--- src/rtl/sem_pkg.sv ---
// sem_pkg: shared widths, register indexes and lane structs for the sobel edge block
// no dependencies; imported by every module under rtl
package sem_pkg;

  // pixel, configuration and arithmetic widths
  localparam int PIX_W      = 8;
  localparam int CFG_W      = 11;
  localparam int CFG_IDX_W  = 1;
  localparam int GRAD_W     = 11;
  localparam int SQ_W       = 2 * GRAD_W;
  localparam int ENERGY_W   = 21;
  localparam int ROOT_W     = 8;
  localparam int ROOT_IN_W  = 2 * ROOT_W;
  localparam int SAT_LIMIT  = 65025;
  localparam int MIN_DIM    = 3;

  // configuration register indexes
  localparam logic [CFG_IDX_W-1:0] REG_IMAGE_WIDTH  = 1'b0;
  localparam logic [CFG_IDX_W-1:0] REG_IMAGE_HEIGHT = 1'b1;

  // gradient pair handed from the window to the energy stage
  typedef struct packed {
    logic                     valid;
    logic signed [GRAD_W-1:0] gx;
    logic signed [GRAD_W-1:0] gy;
    logic                     frame_done;
  } grad_t;

  // one slot of the square root cell chain
  typedef struct packed {
    logic                 valid;
    logic [ROOT_IN_W-1:0] e;
    logic                 sat;
    logic [ROOT_W-1:0]    r;
    logic                 frame_done;
  } root_lane_t;

endpackage

--- src/rtl/sem_root_cell.sv ---
// sem_root_cell: one bit of the pipelined integer square root
// depends on sem_pkg (root_lane_t, widths)
module sem_root_cell import sem_pkg::*; #(
  parameter int BIT_POS = 7
) (
  input  logic       clk,
  input  logic       rst_n,
  input  logic       adv_en,
  input  root_lane_t lane_i,
  output root_lane_t lane_o
);

  root_lane_t           lane_r;
  root_lane_t           lane_nxt;
  logic [ROOT_W-1:0]    trial;
  logic [ROOT_IN_W-1:0] trial_sq;

  // try setting this bit, keep it if the square still fits
  always_comb begin
    trial    = lane_i.r | (ROOT_W'(1) << BIT_POS);
    trial_sq = {{ROOT_W{1'b0}}, trial} * {{ROOT_W{1'b0}}, trial};
    lane_nxt = lane_i;
    if (trial_sq <= lane_i.e) begin
      lane_nxt.r = trial;
    end
  end

  // hand the lane to the next cell
  always_ff @(posedge clk) begin
    if (!rst_n) begin
      lane_r.valid <= 1'b0;
    end else if (adv_en) begin
      lane_r <= lane_nxt;
    end
  end

  assign lane_o = lane_r;

`ifndef SYNTH
  // the partial root never overshoots the energy
  a_root_bounded: assert property (@(posedge clk) disable iff (!rst_n)
    (adv_en && lane_i.valid && !lane_i.sat) |=>
      (({{ROOT_W{1'b0}}, lane_o.r} * {{ROOT_W{1'b0}}, lane_o.r}) <= lane_o.e))
    else $error("root cell partial root exceeds energy");
`endif

endmodule

--- config.mk ---
export PLATFORM = sky130hd
export DESIGN_NAME = sem_root_cell
export DESIGN_NICKNAME = d
export VERILOG_FILES = /design/src/rtl/sem_pkg.sv /design/src/rtl/sem_root_cell.sv
export SDC_FILE = /design/constraint.sdc
export NUM_CORES = 1
export LEC_CHECK = 0
export BUFFER_PORTS_ARGS = -buffer_cell sky130_fd_sc_hd__buf_2
export CORE_ASPECT_RATIO = 0.6
export CORE_MARGIN = 3
export CORE_UTILIZATION = 55
export CTS_CLUSTER_SIZE = 40
export DETAILED_ROUTE_END_ITERATION = 6
export PLACE_DENSITY_LB_ADDON = 0.12
export SKIP_CTS_REPAIR_TIMING = 1
export SLEW_MARGIN = 20
export SYNTH_ARGS = -nofsm -noshare
export SYNTH_HDL_FRONTEND = slang
export SYNTH_SLANG_ARGS = --single-unit
--- constraint.sdc ---
create_clock -name clk -period 12.3 [get_ports clk]
set_input_delay 2.46 -clock clk [delete_from_list [all_inputs] [get_ports clk]]
set_output_delay 2.46 -clock clk [all_outputs]
set_load 0.01 [all_outputs]
==> metrics.txt <==
gr ovfl total 0; synth warn 0; main flop type after synthesis edfxtp_1; Worst Setup SP lane_i[3]; CTS buffer count 3; fin nets between 400 and 500; Initial Util approximately 58%; first-pass GRT wire length between 9000 and 10,000 um; area occupied by multi-input gates 1879 um^2; Max-Cap Viols 0; top cells by area, synth edfxtp_1, ha_1, fa_1; CP endpoint lane_o[8]; max FFs per register 27; sw power 0.2511 mW; fmax between 100 and 150 MHz; Final Slew Violations 0; most frequent cell after synthesis inv_1; routed via count between 2,000 and 2,500; cell depth of the worst hold path 2; asr flop ratio synth 0%; Detailed Place HPWL around 4700 um; final critical-path share of the clock period roughly 60%; post-synthesis sequential area ratio between 20% and 30%; Lkg Pwr about 1.8 nW; top post-synthesis cells by count inv_1, ha_1, edfxtp_1, fa_1, nor2_1; ANT cells 0; Avg WL per Cell about 13 um; crit path cell chain buf_2, inv_1, nor2_1, ha_1, or2_2, fa_1, inv_1, fa_1, fa_1, inv_1, ha_1, a21oi_1, a31oi_4, and3_1, o22ai_2, xor2_1, ha_1, nand4_1, nor3_1, o21ai_0, a221o_1; Die Span Y 62.84 um; H-Tree Depth 1; IO buf count 56; final hold vios 0; Die ar. roughly 6300 um^2; Skew-Pair Late Insertion Delay 0.28 ns; largest net degree at the start of global routing 27; Switching Share between 40% and 50%; leading area contributor after synthesis edfxtp_1; Die Width roughly 100 um; setup TNS 0 ns; Reg area roughly 800 um^2; DRT iter0 DRCs 89; Max Root-Sink Buffers 2; Largest stage delay, worst path approximately 0.54 ns; RSZ-0062 raised after global routing no; Worst EP required 12.34 ns; Final Non-Filler Cells between 400 and 500; clk root buf clkbuf_8; Area Growth Syn to Fin 14.15%; post-synthesis cell type count 36; Power Internal between 0.2 and 0.3 mW; synthesized area ~3000 um^2; Clk pwr share approximately a tenth; CP startpoint kind input port; DRC 0; relative slew slack between 70% and 80%; slowest cell on the critical path fa_1; CTS tree built; row cnt 20; Post-synth EDFFs 26; startpoint of the worst register-to-register path lane_o[26]; Cells after Synth between 200 and 300; vias in the first global route between 2,000 and 2,500; worst-path fanout max 7; syn avg cell area 10.04 um^2; Post-Route WL about 5600 um; R2R setup slack approximately 12 ns; routability cong. 0.8478; initial antenna violation count 0; FF+latch count, synth 27; Gate power share ~70%; Yosys top cell area share 26.36%; DR vias/cell between 5 and 6; Worst-path clk slew 0.10 ns; Placed Cells about 420; DR pass1 iterations 4; arrival time at the worst endpoint 7.48 ns; sequential fraction of design power 20.0%; status finished, final reports clean; PD cells approximately 160 nW/um^2; Clock Sinks 27; reg-to-reg endpoint lane_o[26]; Fillers about 430; Tmin final approximately 7.4 ns; ratio of cells with drive above 1 in the final layout 20.79%; Worst Hold Class flip-flop to flip-flop; Final setup viols 0; final antenna-violating net count 0; FF-to-FF path depth 2; Peak supply drop approximately 110 uV; crit path capture type flip-flop; Fin Clk Skew 0 ns; post-synthesis net count between 400 and 500; area of the core approximately 5100 um^2; worst-margin pin slew roughly 0.35 ns; Ports 57; GRT Overall Usage 18.91%; Setup CP Type input port to flip-flop
-- layout make-up --
class	count	area share, %
clock inverters	1	0.2221
well taps	66	2.443
multi-input cells	193	55.59
clock buffers	3	1.221
repair buffers	57	8.512
flip-flops and latches	27	23.69
inverters	75	8.327
-- kinds of logic (layout without fill, tap and decap cells) --
family	after synthesis	in the layout	synth area share, %
simple gates	59	59	9.506
fa+ha+maj	77	77	39.12
buf+inv	75	136	9.506
mux	1	1	0.3380
compound gates	40	40	9.759
flops	27	27	27.04
xor+xnor	16	16	4.732
-- how the worst min path moves through the flow --
stage | from | endpoint | slack [ns]
after global routing | lane_o[26] | lane_o[26] | 0.59
final | lane_o[26] | lane_o[26] | 0.53
after floorplan | lane_o[26] | lane_o[26] | 0.54
after CTS | lane_o[26] | lane_o[26] | 0.53
after detailed placement | lane_o[26] | lane_o[26] | 0.50
after global placement | lane_o[26] | lane_o[26] | 0.50
-- layout by cell type (no fill, tap or decap), drive strengths merged, types with 2 or more instances in the layout --
cell / Yosys / final
ha: 51 / 51
a21o: 5 / 5
o21ai: 8 / 8
inv: 75 / 75
xor2: 5 / 5
a211oi: 2 / 2
o221ai: 2 / 2
and3: 2 / 2
clkbuf: 0 / 3
buf: 0 / 57
nor2: 19 / 19
fa: 26 / 26
nor3: 5 / 5
edfxtp: 26 / 26
nand4: 4 / 4
a21oi: 18 / 18
or2: 3 / 3
nand2: 17 / 17
xnor2: 11 / 11
nor2b: 2 / 2
-- worst max-delay path: cells and delay by family --
family	cells	cell delay, ns
fa+ha+maj	6	2.34
buf+inv	4	0.43
xor+xnor	1	0.09
compound gates	5	1.06
simple gates	5	1.08
-- power groups by stage --
stage                     Clock [mW]  Sequential, mW  Combinational, mW
after floorplan                    0           0.116              0.303
after global placement             0           0.112              0.375
after detailed placement           0           0.112              0.382
after CTS                     0.0564           0.110              0.386
after global routing          0.0599           0.110              0.448
final                         0.0547           0.110              0.385
-- per-layer routing --
metal	share of wire, %	vias up	track usage, %
met2	42	34	27.46
li1	-	1083	-
met4	0.34	0	1.849
met5	0	-	0
met3	4.6	2	4.125
met1	53	1011	29.65
-- metrics by stage --
step                      util, %  hold WS (ns)  setup WS (ns)  cell area, um^2  power (mW)
after global routing        65.90        0.5853          4.515             3381      0.6187
after global placement      64.95        0.5032          4.709             3332      0.4870
after detailed placement    64.95        0.5025          4.594             3332      0.4937
final                       65.90        0.5292          4.865             3381      0.5489
after floorplan                 -        0.5383          5.129             2962      0.4182
after CTS                   65.90        0.5332          4.878             3381      0.5519
Note: power is estimated with default switching activity, not from simulation.
